==> src/design/urta_pkg.sv <==
// Package: shared constants, command/status types and digit helpers for the radix-to-ASCII block.
`timescale 1ns / 1ps

package urta_pkg;

	localparam int VALUE_WIDTH = 64;
	localparam int STORE_DEPTH = 64;
	localparam int ADDR_W      = $clog2(STORE_DEPTH);
	localparam int CNT_W       = $clog2(STORE_DEPTH + 1);

	// Long division retires DIV_BITS quotient bits per clock.
	localparam int DIV_BITS    = 8;
	localparam int DIV_CHUNKS  = (VALUE_WIDTH + DIV_BITS - 1) / DIV_BITS;
	localparam int WORK_W      = DIV_CHUNKS * DIV_BITS;
	localparam int CHUNK_W     = (DIV_CHUNKS > 1) ? $clog2(DIV_CHUNKS) : 1;

	localparam int RADIX_W     = 5;
	localparam int DIGIT_W     = 4;
	localparam int CHAR_W      = 7;

	localparam logic [RADIX_W-1:0] RADIX_MIN = RADIX_W'(2);
	localparam logic [RADIX_W-1:0] RADIX_MAX = RADIX_W'(16);

	localparam logic [CHAR_W-1:0] CHAR_ZERO  = CHAR_W'(8'h30);
	localparam logic [CHAR_W-1:0] CHAR_ALPHA = CHAR_W'(8'h57); // 'a' - 10

	typedef struct packed {
		logic load;       // latch value and base, clear digit count
		logic div_step;   // one chunk of long division
		logic div_first;  // first chunk of a digit: remainder starts at zero
		logic wr;         // store remainder as next digit
		logic out_load;   // capture next character into output register
	} cmd_t;

	typedef struct packed {
		logic done;       // quotient reached zero or store is full
		logic out_last;   // output register holds the final digit
	} sts_t;

	function automatic logic [RADIX_W-1:0] clamp_radix(input logic [RADIX_W-1:0] r);
		logic [RADIX_W-1:0] res;
		res = r;
		if (r < RADIX_MIN)
			res = RADIX_MIN;
		else if (r > RADIX_MAX)
			res = RADIX_MAX;
		return res;
	endfunction

	function automatic logic [CHAR_W-1:0] glyph(input logic [DIGIT_W-1:0] d);
		logic [CHAR_W-1:0] c;
		if (d < DIGIT_W'(10))
			c = CHAR_ZERO + CHAR_W'(d);
		else
			c = CHAR_ALPHA + CHAR_W'(d);
		return c;
	endfunction

endpackage

==> src/design/urta_ram.sv <==
// Generic single-port-write, single-port-read RAM with registered read data.
`timescale 1ns / 1ps

module urta_ram #(
	parameter int WIDTH = 4,
	parameter int DEPTH = 64
) (
	input  logic                     clk,
	input  logic                     we,
	input  logic [$clog2(DEPTH)-1:0] waddr,
	input  logic [WIDTH-1:0]         wdata,
	input  logic [$clog2(DEPTH)-1:0] raddr,
	output logic [WIDTH-1:0]         rdata
);

	logic [WIDTH-1:0] mem [DEPTH];
	logic [WIDTH-1:0] rdata_q;

	always_ff @(posedge clk) begin
		if (we)
			mem[waddr] <= wdata;
		rdata_q <= mem[raddr];
	end

	assign rdata = rdata_q;

endmodule

==> src/design/urta_datapath.sv <==
// Datapath: chunked long division, digit store, read pointer and output register.
`timescale 1ns / 1ps

module urta_datapath (
	input  logic                              clk,
	input  logic                              arst_n,
	input  urta_pkg::cmd_t                    cmd,
	output urta_pkg::sts_t                    sts,
	input  logic [63:0]                       value,
	input  logic [urta_pkg::RADIX_W-1:0]      radix,
	output logic [urta_pkg::CHAR_W-1:0]       digit_char,
	output logic                              last_digit
);

	logic [urta_pkg::WORK_W-1:0]  work_q;
	logic [urta_pkg::RADIX_W-1:0] base_q;
	logic [urta_pkg::RADIX_W-1:0] rem_q;
	logic [urta_pkg::CNT_W-1:0]   cnt_q;
	logic [urta_pkg::ADDR_W-1:0]  rd_ptr_q;
	logic [urta_pkg::CHAR_W-1:0]  char_q;
	logic                         last_q;

	logic [urta_pkg::WORK_W-1:0]  work_nx;
	logic [urta_pkg::RADIX_W-1:0] rem_nx;
	logic [urta_pkg::DIGIT_W-1:0] rd_digit;

	// Restoring division: dividend bits shift out the top, quotient bits shift in at the bottom.
	always_comb begin
		rem_nx  = cmd.div_first ? '0 : rem_q;
		work_nx = work_q;
		for (int i = 0; i < urta_pkg::DIV_BITS; i++) begin
			rem_nx  = {rem_nx[urta_pkg::RADIX_W-2:0], work_nx[urta_pkg::WORK_W-1]};
			work_nx = {work_nx[urta_pkg::WORK_W-2:0], 1'b0};
			if (rem_nx >= base_q) begin
				rem_nx     = rem_nx - base_q;
				work_nx[0] = 1'b1;
			end
		end
	end

	always_ff @(posedge clk or negedge arst_n) begin
		if (!arst_n) begin
			work_q   <= '0;
			cnt_q    <= '0;
			rd_ptr_q <= '0;
			last_q   <= 1'b0;
		end else begin
			if (cmd.load) begin
				work_q <= urta_pkg::WORK_W'(value[urta_pkg::VALUE_WIDTH-1:0]);
				cnt_q  <= '0;
			end else if (cmd.div_step) begin
				work_q <= work_nx;
			end else if (cmd.wr) begin
				cnt_q    <= cnt_q + 1'b1;
				rd_ptr_q <= cnt_q[urta_pkg::ADDR_W-1:0];
			end else if (cmd.out_load) begin
				last_q   <= (rd_ptr_q == '0);
				rd_ptr_q <= rd_ptr_q - 1'b1;
			end
		end
	end

	always_ff @(posedge clk) begin
		if (cmd.load)
			base_q <= urta_pkg::clamp_radix(radix);
		if (cmd.div_step)
			rem_q <= rem_nx;
		if (cmd.out_load)
			char_q <= urta_pkg::glyph(rd_digit);
	end

	urta_ram #(
		.WIDTH(urta_pkg::DIGIT_W),
		.DEPTH(urta_pkg::STORE_DEPTH)
	) u_store (
		.clk  (clk),
		.we   (cmd.wr),
		.waddr(cnt_q[urta_pkg::ADDR_W-1:0]),
		.wdata(rem_q[urta_pkg::DIGIT_W-1:0]),
		.raddr(rd_ptr_q),
		.rdata(rd_digit)
	);

	assign sts.done     = (work_q == '0) ||
	                      (cnt_q == urta_pkg::CNT_W'(urta_pkg::STORE_DEPTH - 1));
	assign sts.out_last = last_q;

	assign digit_char = char_q;
	assign last_digit = last_q;

endmodule

==> src/design/urta_ctrl.sv <==
// Controller: sequences division chunks, digit writes and the output stream.
`timescale 1ns / 1ps

module urta_ctrl (
	input  logic           clk,
	input  logic           arst_n,
	input  logic           in_valid,
	output logic           in_stall,
	output logic           out_valid,
	input  logic           out_stall,
	output urta_pkg::cmd_t cmd,
	input  urta_pkg::sts_t sts
);

	typedef enum logic [2:0] {
		S_IDLE,
		S_DIV,
		S_WR,
		S_RD,
		S_LD,
		S_OUT
	} state_t;

	state_t                       state_q;
	logic [urta_pkg::CHUNK_W-1:0] chunk_q;
	logic                         out_valid_q;

	always_comb begin
		cmd           = '0;
		cmd.load      = (state_q == S_IDLE) && in_valid;
		cmd.div_step  = (state_q == S_DIV);
		cmd.div_first = (state_q == S_DIV) && (chunk_q == '0);
		cmd.wr        = (state_q == S_WR);
		cmd.out_load  = (state_q == S_LD);
	end

	always_ff @(posedge clk or negedge arst_n) begin
		if (!arst_n) begin
			state_q     <= S_IDLE;
			chunk_q     <= '0;
			out_valid_q <= 1'b0;
		end else begin
			case (state_q)
				S_IDLE: begin
					chunk_q <= '0;
					if (in_valid)
						state_q <= S_DIV;
				end
				S_DIV: begin
					if (chunk_q == urta_pkg::CHUNK_W'(urta_pkg::DIV_CHUNKS - 1)) begin
						chunk_q <= '0;
						state_q <= S_WR;
					end else begin
						chunk_q <= chunk_q + 1'b1;
					end
				end
				S_WR: begin
					state_q <= sts.done ? S_RD : S_DIV;
				end
				// store read is in flight; data lands in the next cycle
				S_RD: begin
					state_q <= S_LD;
				end
				S_LD: begin
					out_valid_q <= 1'b1;
					state_q     <= S_OUT;
				end
				S_OUT: begin
					if (!out_stall) begin
						out_valid_q <= 1'b0;
						state_q     <= sts.out_last ? S_IDLE : S_LD;
					end
				end
				default: begin
					state_q     <= S_IDLE;
					out_valid_q <= 1'b0;
				end
			endcase
		end
	end

	assign in_stall  = (state_q != S_IDLE);
	assign out_valid = out_valid_q;

endmodule

==> src/design/unsigned_radix_to_ascii.sv <==
// Top level: unsigned integer to lower-case ASCII digits in base 2..16.
`timescale 1ns / 1ps

// Converts an unsigned value (low VALUE_WIDTH bits used) to its digits in the
// given base, clamped to 2..16, and sends one ASCII character per output
// transaction, most significant first, with last_digit set on the final one.
// Zero yields a single '0'. One input transaction is handled at a time: in_stall
// stays high from acceptance until the last digit has been taken. Each digit is
// produced by long division that retires 8 quotient bits per clock, in
// DIV_CHUNKS chunk steps, and then written to the digit store. When the
// quotient reaches zero or the store fills, a registered store read starts,
// and each digit in turn is loaded into the output register and held there
// until it has been taken.

module unsigned_radix_to_ascii (
	input  logic                          clk,
	input  logic                          arst_n,
	input  logic                          in_valid,
	output logic                          in_stall,
	input  logic [63:0]                   value,
	input  logic [urta_pkg::RADIX_W-1:0]  radix,
	output logic                          out_valid,
	input  logic                          out_stall,
	output logic [urta_pkg::CHAR_W-1:0]   digit_char,
	output logic                          last_digit
);

	urta_pkg::cmd_t cmd;
	urta_pkg::sts_t sts;

	urta_ctrl u_ctrl (
		.clk      (clk),
		.arst_n   (arst_n),
		.in_valid (in_valid),
		.in_stall (in_stall),
		.out_valid(out_valid),
		.out_stall(out_stall),
		.cmd      (cmd),
		.sts      (sts)
	);

	urta_datapath u_dp (
		.clk       (clk),
		.arst_n    (arst_n),
		.cmd       (cmd),
		.sts       (sts),
		.value     (value),
		.radix     (radix),
		.digit_char(digit_char),
		.last_digit(last_digit)
	);

endmodule
==> config.mk <==
export PLATFORM = sky130hd
export DESIGN_NAME = unsigned_radix_to_ascii
export DESIGN_NICKNAME = d
export VERILOG_FILES = /design/src/design/urta_pkg.sv /design/src/design/urta_ram.sv /design/src/design/urta_datapath.sv /design/src/design/urta_ctrl.sv /design/src/design/unsigned_radix_to_ascii.sv
export SDC_FILE = /design/constraint.sdc
export NUM_CORES = 1
export LEC_CHECK = 0
export BUFFER_PORTS_ARGS = -buffer_cell sky130_fd_sc_hd__clkbuf_2
export CAP_MARGIN = 20
export CORE_MARGIN = 4
export CORE_UTILIZATION = 55
export DETAILED_ROUTE_END_ITERATION = 12
export PLACE_DENSITY = 0.76
export SLEW_MARGIN = 20
export SYNTH_ARGS = -nofsm -noshare
export SYNTH_HDL_FRONTEND = slang
export SYNTH_HIERARCHICAL = 1
export SYNTH_SLANG_ARGS = --single-unit
==> constraint.sdc <==
create_clock -name clk -period 16.7 [get_ports clk]
set_clock_uncertainty 0.15 [all_clocks]
set_input_delay 0.835 -clock clk [delete_from_list [all_inputs] [get_ports clk]]
set_output_delay 0.835 -clock clk [all_outputs]
set_load 0.02 [all_outputs]
Yosys cells after proc, flatten, opt, wreduce, memory -nomap -nowiden
Memories as Yosys holds them, arrays and structs flattened. A register that Yosys moved wholly into a read port is not among the register bits. Cells that the tools add are included.

$mul: 0. Bitwise gates (word level): 4. Mux-type cells: 38. $add $sub $neg: 13. Reduce and logical (&&, ||, !) cells: 19. $lt $le $gt $ge: 11. Eq/ne operators: 11. Shift operators: 0. Div/mod/pow operators: 0.

Operator list (number): $mux W64 (2); $logic_not A64 Y1 (1); $ge A5 B5 Y1 (8); $mux W4 (9); $sub A4 B4 Y4 (8); $mux W7 (4); $pmux W3 S6 (1); $mux W3 (5); $mux W6 (2); $mux W1 (11); $eq A3 B3 Y1 const B (3); $reduce_bool A2 Y1 (4); $add A6 B4 Y7 const A (1); $add A7 B1 Y7 const B (1); $add A7 B4 Y7 const A (1); $eq A7 B6 Y1 const B (1); $eq A3 B2 Y1 const B (2); $logic_not A3 Y1 (2); $logic_not A6 Y1 (1); $pmux W3 S2 (1); $reduce_and A3 Y1 (2); $sub A6 B1 Y6 const B (1); $gt A5 B5 Y1 const B (1); $lt A5 B2 Y1 const B (1); other kinds (16) (23).

Memories: 1. Output and inout port bits: 10. Bits in latches: 0. Register bits: 101. RAM bits: 256. ROM bits: 0.

Memories: u_dp.u_store.mem (depth 64, width 4, read ports 1, clocked after Yosys merged registers in 1, wr ports 1, line urta_ram.sv:16) `logic [WIDTH-1:0] mem [DEPTH];`.

Logic depth before layout (Yosys ltp)
Gate-level depths: netlist of the first run.

Depth after elaboration: 21. Gate-level depth with buffers: 56.

Hierarchy
Netlist of the first run, hierarchy kept.

By module, submodules not included: urta_ram (area an instance 10407.5 µm², cells each 521, times used 1, seq. area each 7767.4 µm²); urta_datapath (area an instance 6314.8 µm², cells each 681, times used 1, seq. area each 2432.3 µm²); urta_ctrl (area an instance 446.7 µm², cells each 51, times used 1, seq. area each 175.2 µm²).

Worst setup path before layout of the first run
OpenSTA, ideal clock, no wires.

Path type: reg2reg. Start: register u_dp/rem_q[3] in the netlist's numbering. End: register u_dp/rem_q[1] in the netlist's numbering, data pin. Data arrival time: 9904 ps. Path slack: 6386 ps. Stages on the path, launching flop included: 47. Clock period less this slack: 10314 ps. Data required time: 16290 ps. Cells stage by stage: edfxtp_1 nor2b_1 ha_1 a21oi_1 o21ai_1 o21ai_2 mux2i_1 inv_1 ha_1 a21o_1 a31oi_1 o21a_1 buf_4 mux2i_1 ha_1 a21o_1 a31oi_1 o21a_1 (+11 left out) o21ai_2 mux2_2 ha_1 nand2_1 o31ai_1 buf_2 nand2_1 o21ai_1 inv_1 ha_1 nor2_1 o31ai_4 a21oi_1 ha_1 o21ai_0 o2bb2ai_1 o21ai_1 mux2_2.

Word-level cells in the longest chain between the ends: 17.

Ends and longest elaborated chain: start: declaration (line urta_datapath.sv:17) `logic [urta_pkg::RADIX_W-1:0] rem_q;`; start signal: assignment (line urta_datapath.sv:67) `rem_q <= rem_nx;`; $mux W4 (*) (line urta_datapath.sv:29) `rem_nx = cmd.div_first ? '0 : rem_q;`; $ge A5 B5 Y1 (*) (line urta_datapath.sv:34) `if (rem_nx >= base_q) begin`; $mux W4 (*) (line urta_datapath.sv:34); $sub A4 B4 Y4 or $ge A5 B5 Y1 (tied branches) (line urta_datapath.sv:35, urta_datapath.sv:34); $mux W4 (*) (line urta_datapath.sv:34); $sub A4 B4 Y4 or $ge A5 B5 Y1 (tied branches) (line urta_datapath.sv:35, urta_datapath.sv:34); $mux W4 (*) (line urta_datapath.sv:34); $sub A4 B4 Y4 or $ge A5 B5 Y1 (tied branches) (line urta_datapath.sv:35, urta_datapath.sv:34); (+2 left out); $mux W4 (*) (line urta_datapath.sv:34); $sub A4 B4 Y4 or $ge A5 B5 Y1 (tied branches) (line urta_datapath.sv:35, urta_datapath.sv:34); $mux W4 (*) (line urta_datapath.sv:34); $ge A5 B5 Y1 or $sub A4 B4 Y4 (tied branches) (line urta_datapath.sv:34, urta_datapath.sv:35); $mux W4 (*) (line urta_datapath.sv:34); $sub A4 B4 Y4 or $ge A5 B5 Y1 (tied branches) (line urta_datapath.sv:35, urta_datapath.sv:34); $mux W4 (*) (line urta_datapath.sv:34); via u_dp.rem_nx, one bit (line urta_datapath.sv:24) `logic [urta_pkg::RADIX_W-1:0] rem_nx;`.

Mark *: on every way through the listed nets, which the timed path passes. The rest lies on a longest branch. A chain may end at the register's enable or synchronous reset.

==> run_results.csv, run 1 <==
group,metric,value,unit
worst_setup_path,worst-path-buf-inv,4,
final_layout,syn_to_final_growth,10.9,%
route,ant_nets,0,
yosys,synth_seq_cells,361,
yosys,synth_edf_count,272,
cts,htree_levels,2,
timing,fin_crit_sh,72.2,%
timing,finalHoldViolations,0,
route,wire_per_inst,21.1,um
timing,worst_slew_pin_slew,1.06,ns
route,wl_met2,17600,um
global_route,antenna_found_initial,0,
yosys,async_flop_share,23.5,%
global_route,grt_pass1_vias,10700,
route,first_iter_violations,1079,
timing,maxSlewHeadroom,29.4,%
timing,drv_slew,0,
route,routed_wirelength,37100,um
route,dr_wl_met3,2560,um
yosys,yosysMostFrequentCell,"edfxtp_1",
place,gp_congestion,0.842,
global_route,track_usage,21.8,%
cts,cts_buffers,38,
route,top_layer_used,"met4",
yosys,synth_ff_type,"edfxtp_1",
yosys,synth_nets,1379,
yosys,synth_area_leaders,"edfxtp_1 48%, dfrtp_1 12%, mux4_2 6.0%",
timing,finalSetupViolations,0,
timing,rsz0062_at_grt,"no",
cts,insertion_delay,0.52,ns
worst_setup_path,critPathMaxFanout,15,
worst_setup_path,cpPeakStageDelay,0.58,ns
yosys,yosysUniqueCellTypes,74,
floorplan,ios,83,
route,dr.pass1.iters,6,
yosys,syn-cell-area,17200,um^2
cts,clock-root-buffer,"clkbuf_16",
flow_run,drv_cap,0,
cts,cts.sinks,361,
yosys,ys_warn_count,6,
yosys,netlist_instances,1253,
worst_setup_path,path_delay_family,"compound AO/OA/AOI/OAI gates",
timing,fmax,83.0,MHz
global_route,grt_pass1_wl,58500,um
floorplan,dieArea,34100,um^2
route,drc,0,
floorplan,die_h,185,um
global_route,gr-total-overflow,0,
yosys,yosysTopAreaCell,"edfxtp_1",
floorplan,initial_utilization,56.0,%
place,portBuffers,82,
route,dr_total_vias,10600,
cts,cts_resized,0,
global_route,grt_start_max_net_pins,132,
cts,cts_setup_buffers,0,
cts,cts_buffer_depth,3,
floorplan,die_x,185,um
timing,fin_tns_setup,0,ns
worst_setup_path,slowest_stage,"o21ai_1",
yosys,synth.top_cell.area_share,47.6,%
route,viasPerCell,6.07,
yosys,synth.avg_cell_area,13.7,um^2
worst_setup_path,arrival,12.17,ns
final_layout,layout-drive-gt1-share,16.1,%
place,dp_hpwl,24500,um
cts,cts_tree,"done",
worst_setup_path,critPathKind,"reg2reg",
worst_setup_path,end_kind,"register",
status,status,"completed",
final_layout,n_antenna_cell,0,
floorplan,core,30700,um^2
worst_setup_path,cp.required,16.82,ns
yosys,seq_area_frac_synth,60.4,%
yosys,yosys-top-cells-count,"272 x edfxtp_1, 106 x nand2_1, 103 x nor2_1",
min_path,holdCritPathClass,"in2reg",
worst_setup_path,startpoint_type,"register",
floorplan,row_count,64,
final_layout,nets,1454,
route,wl_met1,15800,um
timing,finalCriticalPeriod,12.05,ns
cts,clk_pin_slew,0.06,ns
worst_setup_path,crit_top_cell,"ha_1",
==> stage by stage <==
stage	util [%]	worst slack (ns)	std cells	area (um^2)	hold slack, ns
final	62.1	4.65	1754	19000	0.369
after detailed placement	58.1	4.76	1683	17800	0.355
after CTS	62.1	4.70	1754	19000	0.347
after floorplan	-	6.39	1253	17200	0.324
after global routing	62.1	3.59	1754	19000	0.364
after global placement	58.1	5.25	1683	17800	0.356
==> area by class of cell <==
type / instances / area [um^2]
fill: 2221 / 11600
sequential: 361 / 10400
multi-input combinational: 784 / 6270
clock buffer: 52 / 1060
timing repair buffer: 96 / 524
tap: 396 / 495
inverter: 47 / 178
clock inverter: 18 / 138
==> state kept, by name (all words and copies together), names as in the netlist <==
register and count:
u_dp/last_digit 1, u_ctrl/chunk_q 3, u_dp/work_q 64, u_ctrl/out_valid 1, u_ctrl/state_q 3, u_dp/rem_q 4
u_dp/base_q 5, u_dp/cnt_q 7, u_dp/digit_char 7, u_dp/u_store/rdata 4, u_dp/u_store/mem 256, u_dp/rd_ptr_q 6
==> layout by cell type (no fill, tap or decap), drive strengths merged, types with 45 or more instances in the layout <==
cell type,count
a21oi,45
clkbuf,133
inv,49
nand2,106
ha,46
mux2i,80
o21ai,101
mux4,65
dfrtp,85
edfxtp,272
nor2,103
==> layer usage <==
metal	vias to the layer above	GRT usage (%)
met5	-	0
met4	0	6.46
met3	86	3.93
met2	399	35.0
met1	5232	31.1
li1	4922	-
==> cells by family (layout without fill, tap and decap cells) <==
logic type / Yosys count / count (layout) / share of synthesized area [%]
xor gates and xnor gates: 22 / 22 / 1.12
buffers and inverters: 108 / 213 / 3.13
DFF: 361 / 361 / 60.4
muxes: 148 / 148 / 13.8
other: 1 / 1 / 0.0218
AOI/OAI and AO/OA: 229 / 229 / 8.31
and+or+nand+nor: 331 / 331 / 9.01
adders and majority gates: 53 / 53 / 4.17
==> path summary, 6_finish.rpt <==
path	start	to	slack (ns)	cells past startpoint
max	u_ctrl/state_q[2]	u_dp/rem_q[2]	4.65	48
min	value[25]	u_dp/work_q[25]	0.37	3
max reg2reg	u_ctrl/state_q[2]	u_dp/rem_q[2]	4.65	48
min reg2reg	u_dp/last_digit	u_dp/last_digit	0.39	2
max in group asynchronous	arst_n	u_dp/rd_ptr_q[0]	14.88	3
min in group asynchronous	arst_n	u_dp/work_q[33]	0.52	2
==> worst reg2reg max path: cells and delay by family (launching register included) <==
family / cells / cell delay [ns]
AO/OA/AOI/OAI: 25 / 5.47
adder cells (fa/ha/maj): 8 / 2.43
multiplexers: 5 / 1.80
AND/OR/NAND/NOR: 6 / 0.89
buffers and inverters: 4 / 0.58
flip-flops: 1 / 0.51
==> timing repair <==
| action | 4_1_cts | 5_1_grt |
|---|---|---|
| hold buffers | 1 | 0 |
| endpoints found under the setup margin | 0 | 0 |
| endpoints found under the hold margin | 7 | 0 |
Power of run 1 is not shown: default switching activity piles up to over one toggle a cycle in this logic, so the estimate is an artifact.
==> inputs of run 2 (changes only) <==
--- a/config.mk
+++ b/config.mk
@@ -10,7 +10,7 @@
 export CORE_MARGIN = 4
 export CORE_UTILIZATION = 55
 export DETAILED_ROUTE_END_ITERATION = 12
-export PLACE_DENSITY = 0.76
+export PLACE_DENSITY = 0.78
 export SLEW_MARGIN = 20
 export SYNTH_ARGS = -nofsm -noshare
 export SYNTH_HDL_FRONTEND = slang
==> constraint.sdc (replaced) <==
create_clock -name clk -period 10.1 [get_ports clk]
set_clock_uncertainty 0.15 [all_clocks]
set_input_delay 0.505 -clock clk [delete_from_list [all_inputs] [get_ports clk]]
set_output_delay 0.505 -clock clk [all_outputs]
set_load 0.02 [all_outputs]
==> run 2 against run 1 <==
Against the previous run: the flow now finishes with violations (negative setup slack); critical path depth increased by 1; wire length increased by 7.7%; global-route usage increased by 1.2 points; die area unchanged; largest cell class unchanged.
==> run_results.csv, run 2 (synthesized netlist as in run 1, its figures left out) <==
group,metric,value,unit
floorplan,dieArea,34100,um^2
place,dp_hpwl,25300,um
worst_setup_path,path_delay_family,"compound AO/OA/AOI/OAI gates",
timing,layout_setup_ws,-0.334,ns
final_layout,top_register,"u_dp/u_store/mem",
timing,maxSlewHeadroom,23.7,%
global_route,grt_pass1_vias,11300,
timing,fin_crit_sh,103,%
floorplan,core,30700,um^2
cts,cts_buffer_depth,3,
route,drc,0,
final_layout,largest_reg_flops,256,
final_layout,final_common_cell,"edfxtp_1",
place,portBuffers,82,
min_path,whs_path_depth,3,
global_route,antenna_found_initial,1,
floorplan,ios,83,
min_path,hold_start,"value[4]",
cts,htree_levels,2,
worst_setup_path,end_kind,"register",
place,gp_congestion,0.862,
status,status,"finished with violations",
route,dr.pass1.iters,7,
timing,finalSetupViolations,5,
route,viasPerCell,6.16,
worst_setup_path,arrival,10.65,ns
timing,worst_slew_pin_slew,1.14,ns
flow_run,drv_cap,0,
worst_setup_path,slowest_stage,"or3b_1",
worst_setup_path,timing.rr.start,"u_ctrl/state_q[2]",
floorplan,row_count,64,
status,failed_checks,"negative setup slack",
global_route,grt_start_max_net_pins,135,
floorplan,die_h,185,um
worst_setup_path,critPathKind,"reg2reg",
worst_setup_path,crit_top_cell,"ha_1",
final_layout,nets,1512,
timing,finalHoldViolations,0,
cts,insertion_delay,0.54,ns
worst_setup_path,cpPeakStageDelay,0.40,ns
cts,cts_buffers,37,
worst_setup_path,worst-path-buf-inv,5,
worst_setup_path,r2r_end,"u_dp/rem_q[3]",
timing,fmax,95.8,MHz
final_layout,final_cell_mix,"272 x edfxtp_1, 100 x nand2_1, 98 x nor2_1, 87 x o21ai_0, 83 x dfrtp_1",
global_route,track_usage,23.0,%
route,first_iter_violations,1080,
floorplan,initial_utilization,56.0,%
route,routed_wirelength,39900,um
cts,cts.sinks,361,
worst_setup_path,cp.required,10.31,ns
cts,clock-root-buffer,"clkbuf_16",
final_layout,final_util,64.5,%
timing,drv_slew,0,
final_layout,top_regs,"u_dp/u_store/mem x256, u_dp/work_q x64",
timing,rsz0062_at_grt,"yes",
route,ant_nets,0,
floorplan,die_x,185,um
route,dr_total_vias,11200,
timing,finalCriticalPeriod,10.43,ns
min_path,holdCritPathClass,"in2reg",
cts,clk_pin_slew,0.06,ns
min_path,whs_endpoint,"u_dp/work_q[4]",
route,wire_per_inst,22.1,um
final_layout,syn_to_final_growth,15.2,%
worst_setup_path,rrSetupSlack,-0.33,ns
global_route,gr-total-overflow,0,
worst_setup_path,startpoint_type,"register",
cts,cts_tree,"done",
global_route,grt_pass1_wl,61900,um
worst_setup_path,r2r_cells,49,
worst_setup_path,critPathMaxFanout,8,
final_layout,layout-drive-gt1-share,23.0,%
final_layout,n_antenna_cell,0,
-- run 2: layout make-up --
cell class | instances | area (um^2)
Clock buffer | 49 | 991
Inverter | 47 | 178
Fill cell | 2125 | 10900
Clock inverter | 18 | 131
Multi-Input combinational cell | 784 | 6610
Sequential cell | 361 | 10400
Timing Repair Buffer | 155 | 1000
Tap cell | 396 | 495
-- run 2: per-layer routing --
metal  wire length, um  share of wire, %  track usage (%)
met3              2690               6.7             3.55
met5                11             0.028                0
met1             16400                41             32.4
met2             19500                49             37.6
met4              1320               3.3             6.87
-- run 2: through the flow --
stage / instance area (um^2) / TNS (ns) / std cells / hold WS (ns) / setup WS, ns
after global routing: 19800 / -3.49 / 1810 / 0.0476 / -0.720
after CTS: 19300 / 0 / 1790 / 0.0276 / 0.0638
final: 19800 / -1.47 / 1810 / 0.0353 / -0.334
after detailed placement: 18000 / -1.15 / 1708 / 0.176 / -0.340
after global placement: 18000 / 0 / 1708 / 0.176 / 0.0809
after floorplan: 17200 / 0 / 1253 / 0.0594 / 0.0154
-- run 2: worst min-delay path, delay by kind of cell --
family                 cells  cell delay (ns)
AO/OA/AOI/OAI              1             0.05
buffers and inverters      1             0.08
AND/OR/NAND/NOR            1             0.04
-- run 2: timing repair --
action	in CTS	in global routing
hold endpoints to repair	7	0
cloned	1	0
pin swaps	7	38
setup endpoints to repair	5	5
resized for setup	11	61
setup buffers	13	19
hold buffers	1	0
-- run 2: worst max-delay path by stage --
stage,start,endpoint,slack [ns],cells past startpoint
final,u_ctrl/state_q[2],u_dp/rem_q[3],-0.33,49
after global placement,u_ctrl/state_q[1],u_dp/rem_q[3],0.08,49
after CTS,u_ctrl/state_q[1],u_dp/rem_q[3],0.06,52
after detailed placement,u_ctrl/chunk_q[0],u_dp/rem_q[3],-0.34,50
after floorplan,u_dp/rem_q[3],u_dp/rem_q[3],0.02,49
after global routing,u_ctrl/state_q[2],u_dp/rem_q[3],-0.72,49
Power of run 2 is left out for the same reason.
